==> config.mk <==
export PLATFORM = sky130hd
export DESIGN_NAME = microwire_eeprom_master
export DESIGN_NICKNAME = d
export VERILOG_FILES = /design/src/rtl/mwem_pkg.sv /design/src/rtl/mwem_seq.sv /design/src/rtl/microwire_eeprom_master.sv
export VERILOG_INCLUDE_DIRS = /design/src /design/src/rtl
export SDC_FILE = /design/constraint.sdc
export NUM_CORES = 1
export LEC_CHECK = 0
export ABC_AREA = 1
export ABC_CLOCK_PERIOD_IN_PS = 6800
export BUFFER_PORTS_ARGS = -buffer_cell sky130_fd_sc_hd__buf_2
export CAP_MARGIN = 20
export CORE_MARGIN = 5
export CORE_UTILIZATION = 54
export DETAILED_ROUTE_END_ITERATION = 16
export PLACE_DENSITY = 0.74
export SETUP_SLACK_MARGIN = 0.3
export SYNTH_ARGS = -nofsm -noshare
export SYNTH_HDL_FRONTEND = slang
export SYNTH_SLANG_ARGS = --single-unit
==> constraint.sdc <==
create_clock -name i_clk -period 6.8 [get_ports i_clk]
set_input_delay 0 -clock i_clk [delete_from_list [all_inputs] [get_ports i_clk]]
set_output_delay 0 -clock i_clk [all_outputs]
set_load 0.03 [all_outputs]
==> src/rtl/microwire_eeprom_master_assert.svh <==
// ----------------------------------------------------------------------------
// microwire eeprom master assertion macros
// shared concurrent assertion forms, clocked on i_clk, off during reset
// ----------------------------------------------------------------------------
`ifndef MICROWIRE_EEPROM_MASTER_ASSERT_SVH
`define MICROWIRE_EEPROM_MASTER_ASSERT_SVH

// same-cycle implication
`define MWEM_ASSERT_NOW(label, ante, cons, msg) \
    label: assert property (@(posedge i_clk) disable iff (!i_rst_n) \
        (ante) |-> (cons)) else $error(msg);

// next-cycle implication
`define MWEM_ASSERT_NEXT(label, ante, cons, msg) \
    label: assert property (@(posedge i_clk) disable iff (!i_rst_n) \
        (ante) |=> (cons)) else $error(msg);

`endif

==> src/rtl/mwem_pkg.sv <==
// ----------------------------------------------------------------------------
// mwem_pkg
// types and constants shared by the microwire eeprom master
// ----------------------------------------------------------------------------
package mwem_pkg;

    localparam int ADDR_BITS_DEF = 9;
    localparam int DATA_BITS_DEF = 8;
    localparam int REQ_ADDR_W    = 9;
    localparam int REQ_DATA_W    = 8;
    localparam int RD_DATA_W     = 8;
    localparam logic [7:0] HALF_RST = 8'd4;

    // request kinds
    typedef enum logic [2:0] {
        REQ_READ  = 3'd0,
        REQ_WRITE = 3'd1,
        REQ_ERASE = 3'd2,
        REQ_ERAL  = 3'd3,
        REQ_WRAL  = 3'd4
    } t_req_type;

    // two-bit opcodes after the start bit
    localparam logic [1:0] OPC_EXT   = 2'b00;
    localparam logic [1:0] OPC_WRITE = 2'b01;
    localparam logic [1:0] OPC_READ  = 2'b10;
    localparam logic [1:0] OPC_ERASE = 2'b11;

    // top two address bits of the extended opcodes
    localparam logic [1:0] EXT_EWDS = 2'b00;
    localparam logic [1:0] EXT_WRAL = 2'b01;
    localparam logic [1:0] EXT_ERAL = 2'b10;
    localparam logic [1:0] EXT_EWEN = 2'b11;

    // one tick worth of input
    typedef struct packed {
        logic                  req_valid;
        logic [2:0]            req_type;
        logic [REQ_ADDR_W-1:0] req_addr;
        logic [REQ_DATA_W-1:0] req_data;
        logic                  dout_pin;
    } t_mw_req;

    // one tick worth of pin levels and status
    typedef struct packed {
        logic                 cs_pin;
        logic                 sk_pin;
        logic                 di_pin;
        logic                 busy_res;
        logic                 done_res;
        logic [RD_DATA_W-1:0] read_data;
    } t_mw_res;

endpackage

==> src/rtl/mwem_seq.sv <==
// ----------------------------------------------------------------------------
// mwem_seq
// pin sequencer: state registers plus the logic of one tick
// ----------------------------------------------------------------------------
`include "microwire_eeprom_master_assert.svh"

module mwem_seq #(
    parameter int ADDR_BITS = mwem_pkg::ADDR_BITS_DEF,
    parameter int DATA_BITS = mwem_pkg::DATA_BITS_DEF
) (
    input  logic             i_clk,
    input  logic             i_rst_n,
    input  logic             i_step,
    input  mwem_pkg::t_mw_req i_req,
    input  logic [7:0]       i_half,
    output mwem_pkg::t_mw_res o_res
);
    import mwem_pkg::*;

    localparam int FRAME_W = 3 + ADDR_BITS + DATA_BITS;
    localparam int CNT_W   = $clog2(FRAME_W + 1);
    localparam int IDX_W   = $clog2(FRAME_W);

    typedef enum logic [2:0] {
        PH_IDLE, PH_CSON, PH_SKHI, PH_SKLO, PH_CSOFF, PH_POLL
    } t_phase;

    typedef enum logic [1:0] {
        ST_EWEN, ST_MAIN, ST_WAIT, ST_EWDS
    } t_stage;

    typedef struct packed {
        logic [CNT_W-1:0]   len;
        logic [FRAME_W-1:0] bits;
    } t_frame;

    // command frame for a stage of a request
    function automatic t_frame build_frame(
        input t_stage                 stg,
        input t_req_type              op,
        input logic [REQ_ADDR_W-1:0]  addr,
        input logic [REQ_DATA_W-1:0]  data
    );
        logic [ADDR_BITS-1:0]   a;
        logic [DATA_BITS-1:0]   d;
        logic [ADDR_BITS+2:0]   cmd;
        logic                   has_data;
        t_frame                 f;
        a        = ADDR_BITS'(addr);
        d        = (op == REQ_READ) ? '0 : DATA_BITS'(data);
        has_data = 1'b0;
        if (stg == ST_EWEN) begin
            cmd = {1'b1, OPC_EXT, EXT_EWEN, {(ADDR_BITS-2){1'b0}}};
        end else if (stg == ST_EWDS) begin
            cmd = {1'b1, OPC_EXT, EXT_EWDS, {(ADDR_BITS-2){1'b0}}};
        end else begin
            case (op)
                REQ_READ: begin
                    cmd      = {1'b1, OPC_READ, a};
                    has_data = 1'b1;
                end
                REQ_WRITE: begin
                    cmd      = {1'b1, OPC_WRITE, a};
                    has_data = 1'b1;
                end
                REQ_ERASE: cmd = {1'b1, OPC_ERASE, a};
                REQ_ERAL:  cmd = {1'b1, OPC_EXT, EXT_ERAL, {(ADDR_BITS-2){1'b0}}};
                default: begin
                    cmd      = {1'b1, OPC_EXT, EXT_WRAL, {(ADDR_BITS-2){1'b0}}};
                    has_data = 1'b1;
                end
            endcase
        end
        if (has_data) begin
            f.bits = {cmd, d};
            f.len  = CNT_W'(FRAME_W);
        end else begin
            f.bits = FRAME_W'(cmd);
            f.len  = CNT_W'(3 + ADDR_BITS);
        end
        return f;
    endfunction

    t_phase                r_phase, n_phase, e_phase;
    t_stage                r_stage, n_stage, e_stage, stage_inc;
    t_req_type             r_op, e_op;
    logic [REQ_ADDR_W-1:0] r_addr, e_addr;
    logic [REQ_DATA_W-1:0] r_data, e_data;
    logic [FRAME_W-1:0]    r_shift, n_shift, e_shift;
    logic [CNT_W-1:0]      r_bit_count, n_bit_count, e_bit_count, bc_m1;
    logic [RD_DATA_W-1:0]  r_in_shift, n_in_shift;
    logic [7:0]            r_tick, n_tick, e_tick;
    logic [7:0]            half_eff;
    logic                  hold_end, start;
    t_frame                frame_new, frame_next;
    t_mw_res               res;

    assign half_eff   = (i_half == 8'd0) ? 8'd1 : i_half;
    assign start      = (r_phase == PH_IDLE) && i_req.req_valid
                        && (i_req.req_type <= REQ_WRAL);
    assign e_phase    = start ? PH_CSON : r_phase;
    assign e_op       = start ? t_req_type'(i_req.req_type) : r_op;
    assign e_addr     = start ? i_req.req_addr : r_addr;
    assign e_data     = start ? i_req.req_data : r_data;
    assign e_stage    = start ? ((i_req.req_type == REQ_READ) ? ST_MAIN : ST_EWEN)
                              : r_stage;
    assign frame_new  = build_frame(e_stage, e_op, e_addr, e_data);
    assign e_shift    = start ? frame_new.bits : r_shift;
    assign e_bit_count = start ? frame_new.len : r_bit_count;
    assign e_tick     = start ? 8'd0 : r_tick;
    assign hold_end   = ({1'b0, e_tick} + 9'd1) >= {1'b0, half_eff};
    assign stage_inc  = t_stage'(2'(e_stage) + 2'd1);
    assign frame_next = build_frame(stage_inc, e_op, e_addr, e_data);
    assign bc_m1      = e_bit_count - CNT_W'(1);

    always_comb begin
        n_phase     = e_phase;
        n_stage     = e_stage;
        n_shift     = e_shift;
        n_bit_count = e_bit_count;
        n_in_shift  = r_in_shift;
        n_tick      = e_tick;
        res         = '0;
        res.busy_res = (e_phase != PH_IDLE);
        case (e_phase)
            PH_CSON: begin
                res.cs_pin = 1'b1;
                if (hold_end) begin
                    n_tick  = 8'd0;
                    n_phase = (e_stage == ST_WAIT) ? PH_POLL : PH_SKHI;
                end else begin
                    n_tick = e_tick + 8'd1;
                end
            end
            PH_SKHI: begin
                res.cs_pin = 1'b1;
                res.sk_pin = 1'b1;
                if (e_bit_count != '0) begin
                    res.di_pin = e_shift[bc_m1[IDX_W-1:0]];
                end
                if (hold_end) begin
                    n_tick     = 8'd0;
                    n_in_shift = {r_in_shift[RD_DATA_W-2:0], i_req.dout_pin};
                    n_phase    = PH_SKLO;
                end else begin
                    n_tick = e_tick + 8'd1;
                end
            end
            PH_SKLO: begin
                res.cs_pin = 1'b1;
                if (hold_end) begin
                    n_tick = 8'd0;
                    if (e_bit_count != '0) begin
                        n_bit_count = bc_m1;
                    end
                    n_phase = (n_bit_count != '0) ? PH_SKHI : PH_CSOFF;
                end else begin
                    n_tick = e_tick + 8'd1;
                end
            end
            PH_POLL: begin
                res.cs_pin = 1'b1;
                if (i_req.dout_pin) begin
                    n_tick  = 8'd0;
                    n_phase = PH_CSOFF;
                end
            end
            PH_CSOFF: begin
                if (hold_end) begin
                    n_tick = 8'd0;
                    if (e_op == REQ_READ || e_stage == ST_EWDS) begin
                        res.done_res = 1'b1;
                        if (e_op == REQ_READ) begin
                            res.read_data = r_in_shift;
                        end
                        n_phase = PH_IDLE;
                    end else begin
                        n_stage = stage_inc;
                        if (stage_inc != ST_WAIT) begin
                            n_shift     = frame_next.bits;
                            n_bit_count = frame_next.len;
                        end
                        n_phase = PH_CSON;
                    end
                end else begin
                    n_tick = e_tick + 8'd1;
                end
            end
            default: n_phase = PH_IDLE;
        endcase
    end

    assign o_res = res;

    always_ff @(posedge i_clk) begin
        if (!i_rst_n) begin
            r_phase     <= PH_IDLE;
            r_stage     <= ST_EWEN;
            r_op        <= REQ_READ;
            r_addr      <= '0;
            r_data      <= '0;
            r_shift     <= '0;
            r_bit_count <= '0;
            r_in_shift  <= '0;
            r_tick      <= '0;
        end else if (i_step) begin
            r_phase     <= n_phase;
            r_stage     <= n_stage;
            r_op        <= e_op;
            r_addr      <= e_addr;
            r_data      <= e_data;
            r_shift     <= n_shift;
            r_bit_count <= n_bit_count;
            r_in_shift  <= n_in_shift;
            r_tick      <= n_tick;
        end
    end

    `MWEM_ASSERT_NOW(a_sk_needs_cs, res.sk_pin, res.cs_pin, "sk high with cs low")
    `MWEM_ASSERT_NEXT(a_done_to_idle, i_step && res.done_res, r_phase == PH_IDLE,
        "done without return to idle")
    `MWEM_ASSERT_NOW(a_rdata_only_read, res.read_data != '0,
        res.done_res && e_op == REQ_READ, "read data outside read completion")
    `MWEM_ASSERT_NOW(a_count_bound, 1'b1, r_bit_count <= CNT_W'(FRAME_W),
        "bit count beyond frame length")

endmodule

==> src/rtl/microwire_eeprom_master.sv <==
// ----------------------------------------------------------------------------
// microwire eeprom master
// tick-driven microwire master with stream input, stream result, config write
// ----------------------------------------------------------------------------
//  channel   dir  handshake                      payload
//  s_axis    in   s_axis_tvalid / s_axis_tready  tdata: req_valid, addr, data, dout
//                                                tuser: req_type
//  m_axis    out  m_axis_tvalid / m_axis_tready  tdata: pins, busy, done, read_data
//  cfg       in   i_cfg_valid / o_cfg_ready      i_cfg_data: half period in ticks
//
// one word per clock cycle while the result side does not stall; each input word is one sequencer tick
// each accepted input word passes the input register, then the result register
// a stalled result register holds the input register, which in turn holds
// s_axis_tready low; no word is dropped or repeated
// synchronous active-low reset: idle, pins low, half period 4
// ----------------------------------------------------------------------------
module microwire_eeprom_master #(
    parameter int ADDR_BITS = mwem_pkg::ADDR_BITS_DEF,
    parameter int DATA_BITS = mwem_pkg::DATA_BITS_DEF
) (
    input  logic        i_clk,
    input  logic        i_rst_n,
    // input words, one per tick
    input  logic        s_axis_tvalid,
    output logic        s_axis_tready,
    input  logic [23:0] s_axis_tdata,  // req_valid, req_addr[8:0], req_data[7:0],
                                       // dout_pin, zero pad
    input  logic [2:0]  s_axis_tuser,  // req_type
    // result words, one per tick
    output logic        m_axis_tvalid,
    input  logic        m_axis_tready,
    output logic [15:0] m_axis_tdata,  // cs_pin, sk_pin, di_pin, busy_res, done_res,
                                       // read_data[7:0], zero pad
    // half period register write
    input  logic        i_cfg_valid,
    output logic        o_cfg_ready,
    input  logic [7:0]  i_cfg_data
);
    import mwem_pkg::*;

    logic    r_in_vld;
    t_mw_req r_in;
    logic    r_out_vld;
    t_mw_res r_out;
    logic [7:0] r_half;
    logic    in_take, advance;
    t_mw_res res;

    // a tick advances when an input word is held and the result register is free or being drained
    assign advance       = r_in_vld && (!r_out_vld || m_axis_tready);
    assign s_axis_tready = !r_in_vld || advance;
    assign in_take       = s_axis_tvalid && s_axis_tready;
    assign o_cfg_ready   = 1'b1;

    always_ff @(posedge i_clk) begin
        if (!i_rst_n) begin
            r_in_vld  <= 1'b0;
            r_out_vld <= 1'b0;
            r_half    <= HALF_RST;
        end else begin
            if (in_take) begin
                r_in_vld <= 1'b1;
            end else if (advance) begin
                r_in_vld <= 1'b0;
            end
            if (advance) begin
                r_out_vld <= 1'b1;
            end else if (m_axis_tready) begin
                r_out_vld <= 1'b0;
            end
            if (i_cfg_valid) begin
                r_half <= i_cfg_data;
            end
        end
    end

    // payload registers, no reset needed
    always_ff @(posedge i_clk) begin
        if (in_take) begin
            r_in.req_valid <= s_axis_tdata[0];
            r_in.req_type  <= s_axis_tuser;
            r_in.req_addr  <= s_axis_tdata[9:1];
            r_in.req_data  <= s_axis_tdata[17:10];
            r_in.dout_pin  <= s_axis_tdata[18];
        end
        if (advance) begin
            r_out <= res;
        end
    end

    mwem_seq #(
        .ADDR_BITS (ADDR_BITS),
        .DATA_BITS (DATA_BITS)
    ) u_seq (
        .i_clk   (i_clk),
        .i_rst_n (i_rst_n),
        .i_step  (advance),
        .i_req   (r_in),
        .i_half  (r_half),
        .o_res   (res)
    );

    assign m_axis_tvalid = r_out_vld;
    assign m_axis_tdata  = {3'b000, r_out.read_data, r_out.done_res, r_out.busy_res,
                            r_out.di_pin, r_out.sk_pin, r_out.cs_pin};

endmodule

== Word level (Yosys, flattened, before mapping) ==
Index checks and enable logic that the tools add are counted.
Cells by class
  add/sub/neg operators: 4
  order comparisons: 3
  equal/unequal tests: 12
  multiplexer cells: 61
  reduce and logical (&&, ||, !) cells: 27
Operators by type and width (number)
  $mux W20: 5
  $mux W8: 7
  $mux W25: 2
  $mux W12: 4
  $pmux W11 S4: 1
  $mux W5: 8
  $mux W3: 9
  $mux W9: 2
  $pmux W8 S2: 1
  $pmux W3 S5: 1
  $mux W1: 14
  $eq A3 B2 Y1 const B: 4
  $mux W2: 5
  $pmux W5 S2: 1
  $reduce_bool A5 Y1: 2
  $add A8 B1 Y9 const B: 1
  $ge A9 B8 Y1: 1
  $logic_not A3 Y1: 3
  $add A8 B1 Y8 const B: 1
  $logic_not A8 Y1: 1
  $reduce_or A4 Y1: 2
  $eq A2 B2 Y1 const B: 3
  $eq A3 B1 Y1 const B: 2
  $eq A3 B3 Y1 const B: 2
  16 further kinds: 25
Word-level totals
  register bits after elaboration: 111
  input port bits: 40
  output and inout bits: 19

== Depth between registers and ports, before layout ==
Gate-level depths: netlist (run 1).
  word-level depth: 19
  mapped depth: 32

== Cells and area by module ==
Synthesis (run 1) repeated with hierarchy kept, for this count alone.
Second synthesis, totals
  cells, all modules: 900
  area total of the unflattened synthesis: 6477.5 um^2
By module, submodules not included
  mwem_seq: instances 1, cells an instance 813, area each 5038.6 um^2, seq. area each 1321.3 um^2
  microwire_eeprom_master: instances 1, cells an instance 87, area each 1438.9 um^2, seq. area each 1251.2 um^2

== Least setup slack after synthesis (run 1) ==
No wires, ideal clock.
  path type: register -> register
  start: register r_in[18] (netlist name)
  end: register r_out (netlist bit m_axis_tdata[10]), data pin
  arrival: 3.525 ns
  data required time: 6.538 ns
  slack: 3.013 ns
  cell stages (with the launch flop): 26
  period minus slack after synthesis: 3.787 ns
  cells stage by stage: edfxtp_1 > nor2_1 > nor2_1 > nor2_2 > buf_6 > buf_2 > buf_2 > buf_2 > nor2_1 > ha_1 > nand3_1 > nor2_1 > xor2_1 > ha_1 > a21o_1 > nor2_1 > o21ai_0 > nand2_1 > nand2_1 > nand2_1 > nand3_1 > buf_2 > nand2_1 > or2_1 > clkbuf_1 > nor2_1
Between the ends
  longest elaborated chain between the ends: 6
  elaborated cells on any way between the ends: 15
  classes of those cells: add/sub (1); order compare (2); eq/ne (2); mux (5); reduce/logical (5)
Ends and longest elaborated chain
  from (decl): line microwire_eeprom_master.sv:42  | t_mw_req r_in;
  $le A3 B3 Y1 / $logic_not A3 Y1 (equally long branches): line mwem_seq.sv:100, mwem_seq.sv:105
  $logic_and A1 B1 Y1 / $mux W1 (equally long branches): line mwem_seq.sv:100, mwem_seq.sv:105
  $mux W8 (tied with other cells): line mwem_seq.sv:110  | assign e_tick = start ? 8'd0 : r_tick;
  $add A8 B1 Y9 (tied with other cells): line mwem_seq.sv:111  | assign hold_end = ({1'b0, e_tick} + 9'd1) >= {1'b0, half_eff};
  $ge A9 B8 Y1 / $logic_or A1 B1 Y1 (equally long branches): line mwem_seq.sv:111, mwem_seq.sv:171
  $reduce_and A4 Y1 (no source line) (*)
  to (signal assigned): line microwire_eeprom_master.sv:87  | r_out <= res;
  to (decl): line microwire_eeprom_master.sv:44  | t_mw_res r_out;
Mark *: on every way between the ends. The rest lies on a longest branch, timed or not.
A chain may end at the register's enable or synchronous reset.

== Final worst setup path (run 1) ==
  start: register u_seq.r_phase[1]
  end: register u_seq.r_shift[15]
Between the ends
  longest elaborated chain between the ends: 15
  elaborated cells on any way between the ends: 40
  classes of those cells: add/sub (2); order compare (1); eq/ne (7); mux (22); reduce/logical (8)
Ends and longest elaborated chain
  from (decl): line mwem_seq.sv:84  | t_phase r_phase, n_phase, e_phase;
  from (signal assigned): line mwem_seq.sv:207  | r_phase <= n_phase;
  parallel branches: the longest is 14 deep, another holds $add A8 B1 Y9
  $mux W20 (*): line mwem_seq.sv:125  | case (e_phase)
  to (signal assigned): line mwem_seq.sv:212  | r_shift <= n_shift;
  to (decl): line mwem_seq.sv:89  | logic [FRAME_W-1:0] r_shift, n_shift, e_shift;
Mark *: on every way between the ends.

==> results of run 1 <==
worst register-to-register path, cell delays in order, from the launching register on:
cell and delay (ns):
dfxtp_1 0.45, inv_2 0.08, nand2_2 0.08, nor2_2 0.07, nand2_2 0.62, nand2_1 0.21, nor3_2 0.22, nand2_1 0.09
nor2_1 0.17, nand3_1 0.11, xnor2_1 0.17, ha_1 0.32, nand3_1 0.09, nor3_1 0.17, nor2_1 0.06, nand3_1 0.08
buf_4 0.23, nand3_2 0.17, inv_2 0.09, nand2_1 0.48, nor2_2 0.48, nand3_1 0.12, nand3_1 0.10, nand2_1 0.05
inv_1 0.07
state kept, by name, summed over array words and instances, names as in the netlist, 5 cells and up:
name,count
r_half,8
u_seq.r_tick,8
u_seq.r_shift,20
u_seq.r_bit_count,5
u_seq.r_in_shift,8
m_axis_tdata,13
u_seq.r_addr,9
u_seq.r_data,8
r_in,22
cell families after synthesis:
logic type / share of synthesized area (%)
AND/OR/NAND/NOR: 24.8
AO/OA/AOI/OAI: 18.7
buffers and inverters: 11.7
flip-flops: 40.5
adder cells (fa/ha/maj): 2.96
XOR/XNOR: 0.828
other: 0.118
multiplexers: 0.315
area by class of cell:
type                       instances  area [um2]
clock buffer                       9         225
clock inverter                     7        55.1
fill                            1044        4240
inverter                         138         519
multi-input combinational        605        3050
sequential                       111        2570
tap                              143         179
timing repair buffer              89         636
stage by stage:
step | setup slack [ns] | cell area, um2 | instances | util [%] | power, mW
2_1_floorplan | 3.01 | 6360 | 897 | - | 0.993
3_3_place_gp | 2.20 | 6590 | 1050 | 57.5 | 1.06
3_5_place_dp | 2.08 | 6590 | 1050 | 57.5 | 1.07
4_1_cts | 2.04 | 7230 | 1102 | 63.1 | 1.59
5_1_grt | 1.56 | 7230 | 1102 | 63.1 | 1.67
6_report | 1.99 | 7230 | 1102 | 63.1 | 1.58
what timing repair did:
action | in CTS | in global routing
endpoints found under the setup margin | 0 | 0
hold buffers | 36 | 0
buffers inserted | 0 | 0
endpoints found under the hold margin | 32 | 0
worst max-delay path by stage:
stage / endpoint / depth (start not counted)
after global placement: u_seq.r_shift[11] / 23
final: u_seq.r_shift[15] / 24
after floorplan: m_axis_tdata[10] / 25
after global routing: u_seq.r_shift[16] / 24
after CTS: u_seq.r_shift[13] / 24
after detailed placement: u_seq.r_shift[11] / 23
cells in the final DEF, fill, tap and decap left out, drive strengths merged, types with 18 or more instances in the layout:
cell and n:
nand2 213, dfxtp 76, a21oi 92, nand3 61
o211ai 18, o21ai 78, buf 53, nor2 65
inv 139, edfxtp 35, dlygate4sd3 36
power by group through the flow:
stage               clock [mW]  combinational, mW  sequential, mW
global placement             0              0.315           0.748
floorplan                    0              0.240           0.752
detailed placement           0              0.317           0.749
global route             0.550              0.384           0.738
CTS                      0.519              0.335           0.734
finish                   0.508              0.340           0.734
routing by layer:
layer	wire [um]	part of all wire (%)	GRT usage, %
met1	6930	45	28.7
met2	7430	48	38.4
met3	853	5.5	5.83
met4	250	1.6	5.39
met5	0	0	0
==> key figures, run 1 <==
Status
  • Status: complete, no violations

Die
  • Core Rows: 39
  • Die height: 118 um
  • Die area: 14000 um2
  • Ports: 59
  • Die Width: 118 um
  • Initial Util: 55.4%
  • Core area: 11500 um2

Worst setup path
  • Most common cell on crit path: nand3_1
  • Crit Path Category: reg2reg
  • Critical path fanouts, max: 40
  • CP Data Required Time: 7.11 ns
  • Reg-to-reg endpoint: u_seq.r_shift[15]
  • Worst r2r path cells: 24
  • Critical Path Source: u_seq.r_phase[1]
  • Crit path buffers/inverters: 4
  • Worst reg2reg startpoint: u_seq.r_phase[1]
  • Critical path, cell by cell: inv_2, nand2_2, nor2_2, nand2_2, nand2_1, nor3_2, nand2_1, nor2_1, nand3_1, xnor2_1, ha_1, nand3_1, nor3_1, nor2_1, nand3_1, buf_4, nand3_2, inv_2, nand2_1, nor2_2, nand3_1, nand3_1, nand2_1, inv_1
  • CP endpoint kind: register
  • Max stage delay cell, worst path: nand2_2
  • Setup crit start kind: register
  • FF-to-FF setup slack: 1.99 ns
  • CP peak stage delay: 0.61 ns
  • Crit path DAT: 5.12 ns
  • CP top delay family: simple AND/OR/NAND/NOR gates

Min path
  • Worst hold path startpoint: i_cfg_valid
  • Worst Hold Class: in2reg
  • Hold endpoint: r_half[5]
  • Hold Path Depth: 3

Power
  • NetSw: 0.497 mW
  • Clock power share: 32.1%
  • Maximum VDD drop: 0.000269 V
  • Comb power frac: 21.5%
  • Sequential power share: 46.4%
  • P_int: 1.09 mW
  • PD cells: 219 nW/um2
  • Static Leak: 3.31 nW
  • Switching Fraction: 31.4%

Clock tree
  • Clk slew on worst S/H paths: 0.08 ns
  • Cts bufs inserted: 9
  • Clk Latency, worst-skew pair: 0.36 ns
  • Post-CTS sizing: 0
  • Num Clock Sinks: 111
  • CTS tree: yes
  • Clock root buffer: clkbuf_16
  • H-tree depth: 3
  • Max Buffers Root-to-Sink: 2

Yosys
  • Largest area contributor in the netlist: dfxtp_1
  • Yosys reg bits: 111
  • Mapped Cells: 895
  • Count leader, synth: nand2_1
  • Seq/Total Area, Yosys: 40.5%
  • Primary FF master, synth: dfxtp_1
  • Synth cell count leaders: nand2_1, inv_1, a21oi_1, dfxtp_1, nand3_1
  • Yosys warns: 0
  • Yosys cell types: 47
  • Yosys top cell area share: 24.0%
  • Synth Area per Inst: 7.09 um2
  • Mapped Area: 6350 um2
  • EDFF count, synth: 35
  • Dominant cells by area after synthesis: dfxtp_1, edfxtp_1, nand2_1, inv_1, a21oi_1
  • Async set-reset flop share out of synthesis: 0%

Timing
  • Worst hold slack: 0.101 ns
  • Max Freq: 208 MHz
  • Relative slew slack: 39.4%
  • Hold Fails Final Rpt: 0
  • Setup violations, final: 0
  • Setup TNS: 0 ns
  • Final min period: 4.81 ns
  • Final worst path period share: 70.8%
  • Slew Limit Fails: 0
  • RSZ-0062 raised after global routing: no
  • Slew @ Worst Pin: 0.908 ns
  • Skew final: 0.0109 ns

GRT
  • Largest net degree at the start of global routing: 76
  • Initial antenna violation count: 0
  • All-Layer GR Usage: 22.5%
  • Global-route wire length before repair: 26.2 mm
  • Global route overflow: 0
  • Vias in the first global route: 5512

Drt
  • Drt via density: 5.32
  • Total Wirelength: 15.5 mm
  • DRC Markers: 0
  • Final ANT Viol Nets: 0
  • Mean routed wirelength per cell: 14.0 um
  • First drt pass iteration count: 5
  • Detailed-route via count: 5865
  • Iter 0 DRT Violations: 492

Finish
  • Layout Nets: 1009
  • Share of cells above drive strength 1: 11.7%
  • Area delta synth->final: 13.9%
  • Diode count: 0

Placed design
  • HPWL Detailed: 9.86 mm
  • Port bufs: 49
  • GP Congestion: 0.930

Run
  • Max cap viols: 0
(Power assumes the default switching activity.)
==> inputs of run 2 (changes only) <==
ABC_CLOCK_PERIOD_IN_PS = 4400   (was 6800)
PLACE_DENSITY = 0.76   (was 0.74)
clock period = 4.4 ns   (was 6.8 ns; I/O delays follow)
==> run 2 against run 1 <==
  * Core utilization increased by 0.63 points
  * Cell area rose by 1.0%
  * Clock power increased by 59%
  * Register-to-register slack got worse by 1.3 ns
  * Via count is 1.2% higher
  * Power increased by 57%
  * Clock-buffer cell count increased by 1
  * Clock skew shrank 0.0048 ns
  * Global-route usage is essentially flat
  * First-iteration DRC count fell by 6.9%
  * Critical endpoint is now m_axis_tdata[2]
==> key figures, run 2 (synthesized netlist as in run 1, its figures left out) <==
Timing
  • Slew Limit Fails: 0 (unchanged)
  • Max Freq: 270 MHz (+30%)
  • RSZ-0062 raised after global routing: yes
  • Final worst path period share: 84.0% (+13 points)
  • Hold Fails Final Rpt: 0 (unchanged)
  • Skew final: 0.00613 ns (-0.00481 ns)
  • Relative slew slack: 38.0% (-1.4 points)
  • Final min period: 3.70 ns (-1.11 ns)
  • Setup violations, final: 0 (unchanged)
  • Setup TNS: 0 ns (unchanged)
  • Slew @ Worst Pin: 0.929 ns (+0.0209 ns)

Die
  • Ports: 59 (unchanged)
  • Core area: 11500 um2 (unchanged)
  • Core Rows: 39 (unchanged)
  • Die height: 118 um (unchanged)
  • Die Width: 118 um (unchanged)
  • Die area: 14000 um2 (unchanged)
  • Initial Util: 55.4% (unchanged)

Drt
  • Mean routed wirelength per cell: 14.1 um (+0.14%)
  • DRC Markers: 0 (unchanged)
  • Drt via density: 5.36 (+0.70%)
  • Total Wirelength: 15.6 mm (+0.69%)
  • Iter 0 DRT Violations: 458 (-6.9%)
  • Final ANT Viol Nets: 0 (unchanged)
  • Detailed-route via count: 5938 (+1.2%)
  • First drt pass iteration count: 5 (unchanged)

Finish
  • Layout Nets: 1015 (+0.59%)
  • Share of cells above drive strength 1: 12.5% (+0.86 points)
  • Most frequent cells in the layout: nand2_1, inv_1, a21oi_1
  • Final instance area: 7300 um2 (+1.0%)
  • Most common cell after layout, fill and taps aside: nand2_1
  • Top reg by flops: r_in
  • Filler cells: 1051 (+0.67%)
  • Area delta synth->final: 15.1%
  • Max FFs per register: 22 (unchanged)
  • Diode count: 0 (unchanged)

Clock tree
  • Cts bufs inserted: 9 (unchanged)
  • Max Buffers Root-to-Sink: 2 (unchanged)
  • Clock root buffer: clkbuf_16
  • Clk slew on worst S/H paths: 0.07 ns (about the same)
  • Num Clock Sinks: 111 (unchanged)
  • CTS tree: yes
  • H-tree depth: 3 (unchanged)
  • Clk Latency, worst-skew pair: 0.36 ns (about the same)

Power
  • Total power: 2.48 mW (+57%)
  • Maximum VDD drop: 0.000366 V (+36%)
  • PD cells: 339 nW/um2 (+55%)
  • Static Leak: 3.33 nW (+0.60%)

Worst setup path
  • Worst reg2reg startpoint: r_in[19]
  • Critical path fanouts, max: 39 (-2.5%)
  • Crit path DAT: 3.81 ns (-1.31 ns)
  • FF-to-FF setup slack: 0.70 ns (-1.29 ns)
  • CP endpoint kind: register
  • Critical Path Source: r_in[19]
  • Crit Path Category: reg2reg
  • Reg-to-reg endpoint: m_axis_tdata[2]
  • Critical Path End: m_axis_tdata[2]
  • CP Data Required Time: 4.51 ns (-2.60 ns)
  • Worst r2r path cells: 18 (-25%)
  • Setup crit start kind: register

Min path
  • Worst Hold Class: in2reg
  • Hold Path Depth: 3 (unchanged)

Placed design
  • Placement Cell Area: 6640 um2 (+0.68%)
  • GP Congestion: 0.930 (about the same)
  • HPWL Detailed: 10.2 mm (+3.6%)
  • Port bufs: 49 (unchanged)

GRT
  • Global-route wire length before repair: 26.4 mm (+0.55%)
  • All-Layer GR Usage: 22.5% (about the same)
  • Vias in the first global route: 5698 (+3.4%)
  • Global route overflow: 0 (unchanged)
  • Initial antenna violation count: 0 (unchanged)
  • Largest net degree at the start of global routing: 76 (unchanged)

Status
  • Status: complete, no violations

Run
  • Max cap viols: 0 (unchanged)
==> run 2: power by group <==
part	internal, mW	leakage, nW	switching, mW	total, mW
Combinational	0.181	2.23	0.355	0.536
Sequential	1.11	0.963	0.0249	1.14
Clock	0.439	0.132	0.368	0.807
Total	1.73	3.33	0.748	2.48
==> run 2: worst min path at each step <==
stage / start / to / slack [ns]
detailed placement: s_axis_tdata[4] / r_in[12] / 0.18
finish: i_cfg_valid / r_half[6] / 0.09
global route: i_cfg_valid / r_half[4] / 0.13
global placement: s_axis_tdata[13] / r_in[4] / 0.18
floorplan: s_axis_tdata[18] / r_in[0] / 0.1
CTS: i_cfg_valid / r_half[4] / 0.08
==> run 2: final cells by class <==
class	count	area, um2	share of cell area, %
multi-input cells	605	3060	41.9
clock buffers	10	229	3.13
repair buffers	95	681	9.32
flip-flops and latches	111	2570	35.2
inverters	138	519	7.11
clock inverters	6	61.3	0.839
well taps	143	179	2.45
==> run 2: layer usage <==
layer  share of wire, %  GRT usage, %
met1                 43          27.2
met2                 49          38.9
met3                6.1          4.78
met4                2.4          9.14
met5                  0         0.694
==> run 2: worst max-delay path, stage by stage, from the launching register on <==
cell and delay [ns]:
edfxtp_1 0.41, nor2_1 0.07, nor2_1 0.17, nor2_4 0.07
buf_4 0.19, buf_4 0.27, o22ai_1 0.35, inv_1 0.18
ha_1 0.30, nor2_1 0.23, nand3_2 0.35, clkinv_2 0.21
nand2_1 0.09, nand3_1 0.08, nand2_1 0.06, a21oi_1 0.11
nand2_1 0.06, a21oi_1 0.14, a21oi_1 0.08
==> run 2: through the flow <==
step	utilization (%)	worst slack [ns]	std cells	hold WS, ns
final	63.7	0.702	1108	0.0896
after global routing	63.7	0.303	1108	0.130
after CTS	63.5	0.470	1108	0.0812
after detailed placement	57.9	0.587	1056	0.178
after global placement	57.9	0.640	1056	0.177
after floorplan	-	0.613	897	0.0989
==> run 2: what timing repair did <==
item,CTS,global route
hold buffers,36,0
gates resized for setup,0,5
setup buffers,0,0
endpoints found under the setup margin,0,25
hold endpoints to repair,32,0
==> inputs of run 3 (changes only) <==
ABC_CLOCK_PERIOD_IN_PS = 3000   (was 4400)
clock period = 3 ns   (was 4.4 ns; I/O delays follow)
==> run 3 against run 2 <==
  * The flow now finishes with violations (setup timing)
  * Non-clock buffer count up 112
  * First-iteration DRC count is 66% higher
  * Cell area up 21%
  * Core utilization increased by 13 points
  * Combinational power up 110%
  * Power increased by 58%
  * Critical path type unchanged
  * Critical endpoint is now u_seq.r_shift[11]
  * Highest routed layer unchanged
==> key figures, run 3 (synthesized netlist as in run 1, its figures left out) <==
Finish
  • Filler cells: 771 (-27%)
  • Share of cells above drive strength 1: 30.9% (+18 points)
  • Most frequent cells in the layout: nand2_1, inv_1, buf_4
  • Top reg by flops: r_in
  • Max FFs per register: 22 (unchanged)
  • Layout Cells excl Fill: 1220 (+10%)
  • Diode count: 0 (unchanged)
  • Most common cell after layout, fill and taps aside: nand2_1
  • Area delta synth->final: 39.2%
  • Layout Nets: 1127 (+11%)

Drt
  • Detailed-route via count: 6869 (+16%)
  • Final ANT Viol Nets: 0 (unchanged)
  • Iter 0 DRT Violations: 762 (+66%)
  • Total Wirelength: 19.7 mm (+26%)
  • First drt pass iteration count: 8 (+3)
  • Mean routed wirelength per cell: 16.1 um (+15%)
  • Drt via density: 5.63 (+5.1%)
  • DRC Markers: 0 (unchanged)

Timing
  • Skew final: 0.0109 ns (+0.00473 ns)
  • Hold Fails Final Rpt: 0 (unchanged)
  • Relative slew slack: 37.3% (-0.69 points)
  • Final worst path period share: 109% (+25 points)
  • Worst hold slack: 0.104 ns (+0.0140 ns)
  • PnR worst setup slack: -0.273 ns (-0.975 ns)
  • RSZ-0062 raised after global routing: yes
  • Final min period: 3.27 ns (-0.425 ns)
  • Slew @ Worst Pin: 0.939 ns (+0.00998 ns)
  • Setup TNS: -8.99 ns (-8.99 ns)
  • Slew Limit Fails: 0 (unchanged)
  • Setup violations, final: 54 (+54)
  • Max Freq: 305 MHz (+13%)

Worst setup path
  • CP peak stage delay: 0.43 ns (+0.02 ns)
  • Critical path fanouts, max: 7 (-82%)
  • Most common cell on crit path: nor2_4
  • CP endpoint kind: register
  • Worst r2r path cells: 25 (+7)
  • Setup crit start kind: register
  • Crit Path Category: reg2reg
  • CP Data Required Time: 3.22 ns (-1.29 ns)
  • Worst reg2reg startpoint: r_in[21]
  • CP top delay family: simple AND/OR/NAND/NOR gates
  • Max stage delay cell, worst path: edfxtp_1
  • Crit path buffers/inverters: 4 (unchanged)
  • Critical Path Source: r_in[21]
  • Crit path DAT: 3.49 ns (-0.32 ns)
  • WP depth: 25 (+7)

GRT
  • All-Layer GR Usage: 25.4% (+2.9 points)
  • Largest net degree at the start of global routing: 76 (unchanged)
  • Vias in the first global route: 6438 (+13%)
  • M2 GR Usage: 42.9% (+4.0 points)
  • Global-route wire length before repair: 29.6 mm (+12%)
  • Met1 usage in global routing: 31.4% (+4.3 points)
  • Initial antenna violation count: 0 (unchanged)
  • Met3 usage: 3.44% (-1.3 points)
  • Busiest grt layer: met2
  • Global route overflow: 0 (unchanged)

Die
  • Die Width: 118 um (unchanged)
  • Initial Util: 55.4% (unchanged)
  • Core area: 11500 um2 (unchanged)
  • Die height: 118 um (unchanged)
  • Die area: 14000 um2 (unchanged)
  • Ports: 59 (unchanged)
  • Core Rows: 39 (unchanged)

Placed design
  • GP Congestion: 0.948 (+1.9%)
  • Port bufs: 49 (unchanged)
  • HPWL Detailed: 11.4 mm (+11%)
  • Placed instance count: 1142 (+8.1%)

Power
  • Comb power frac: 28.4% (+6.8 points)
  • P_int: 2.63 mW (+52%)
  • Switching Fraction: 32.7% (+2.5 points)
  • Sequential power share: 42.6% (-3.2 points)
  • PD cells: 443 nW/um2 (+31%)
  • Maximum VDD drop: 0.000432 V (+18%)
  • Clock power share: 29.1% (-3.5 points)
  • NetSw: 1.28 mW (+71%)
  • Static Leak: 4.03 nW (+21%)

Clock tree
  • Max Buffers Root-to-Sink: 2 (unchanged)
  • Clk Latency, worst-skew pair: 0.36 ns (about the same)
  • H-tree depth: 3 (unchanged)
  • Cts bufs inserted: 9 (unchanged)
  • Clk slew on worst S/H paths: 0.08 ns (about the same)
  • Clock root buffer: clkbuf_16
  • Num Clock Sinks: 111 (unchanged)
  • CTS tree: yes

Run
  • Max cap viols: 0 (unchanged)

Min path
  • Worst hold path startpoint: i_cfg_valid
  • Hold Path Depth: 3 (unchanged)
  • Worst Hold Class: in2reg

Status
  • Failing checks: setup timing
  • Status: complete, but fails checks
## run 3: cell count changes in the layout (fill, tap and decap cells not counted), moves of 8 or more
cell / before / now
a21oi_1: 91 / 77
nand3_2: 4 / 21
buf_6: 0 / 18
a21oi_2: 1 / 12
nand2_1: 203 / 183
nor2_4: 3 / 19
buf_4: 10 / 101
nand2_2: 10 / 23
nor2_1: 53 / 34
o21ai_0: 51 / 43
nand3_1: 57 / 34
## run 3: power by group through the flow
stage | Sequential, mW | Combinational (mW) | Clock (mW)
floorplan | 1.71 | 0.576 | 0
global placement | 1.69 | 0.868 | 0
detailed placement | 1.70 | 0.880 | 0
CTS | 1.66 | 0.974 | 1.14
global route | 1.67 | 1.21 | 1.20
finish | 1.67 | 1.11 | 1.14
## run 3: path summary, 6_finish.rpt
| path | end | slack, ns |
|---|---|---|
| min reg2reg | u_seq.r_shift[1] | 0.46 |
| max | u_seq.r_shift[11] | -0.27 |
| max reg2reg | u_seq.r_shift[11] | -0.27 |
| min | r_half[1] | 0.10 |
## run 3: final cells by class
type / instances / area [um2] / area share [%]
Clock buffer: 9 / 225 / 2.55
Clock inverter: 7 / 48.8 / 0.552
Inverter: 138 / 528 / 5.97
Multi-Input combinational cell: 605 / 3650 / 41.3
Sequential cell: 111 / 2570 / 29.1
Tap cell: 143 / 179 / 2.02
Timing Repair Buffer: 207 / 1630 / 18.5
## run 3: worst register-to-register path, cell delays in order (launching register included)
cell and delay [ns]:
edfxtp_1 0.43, inv_2 0.11, nor2_4 0.04, nand2_2 0.07, nor2_4 0.06, nor2_4 0.14
ha_4 0.17, nand3_4 0.07, nor2_4 0.15, nand3_2 0.09, xor2_1 0.14, inv_1 0.10
ha_4 0.27, nand2_2 0.04, inv_2 0.05, nand3_2 0.06, nor3_2 0.18, nor2_2 0.08
nand3_4 0.09, nand3_4 0.12, inv_4 0.10, nand2_8 0.08, nor2_4 0.25, nand2_1 0.09
nand2_1 0.08, a21oi_2 0.05
## run 3: per-stage QoR
stage	utilization (%)	cell area (um2)	total power, mW	setup WS (ns)
after global routing	77.1	8840	4.08	-0.444
after floorplan	-	6470	2.28	-0.513
final	77.1	8840	3.92	-0.273
after detailed placement	64.3	7370	2.58	-0.246
after CTS	72.9	8360	3.78	-0.123
after global placement	64.3	7370	2.56	-0.129
## run 3: metal layers
layer  vias to the layer above  part of all wire, %
met4                         0                  4.7
li1                       3285                    -
met1                      3128                   39
met2                       363                   49
met5                         -                    0
met3                        93                  7.2
## run 3: repair_timing
action,in CTS,in global routing
hold buffers,36,0
setup buffers,12,11
pin swaps,16,45
gates resized for setup,59,94
hold endpoints to repair,32,0
setup endpoints to repair,56,56
cloned,3,0
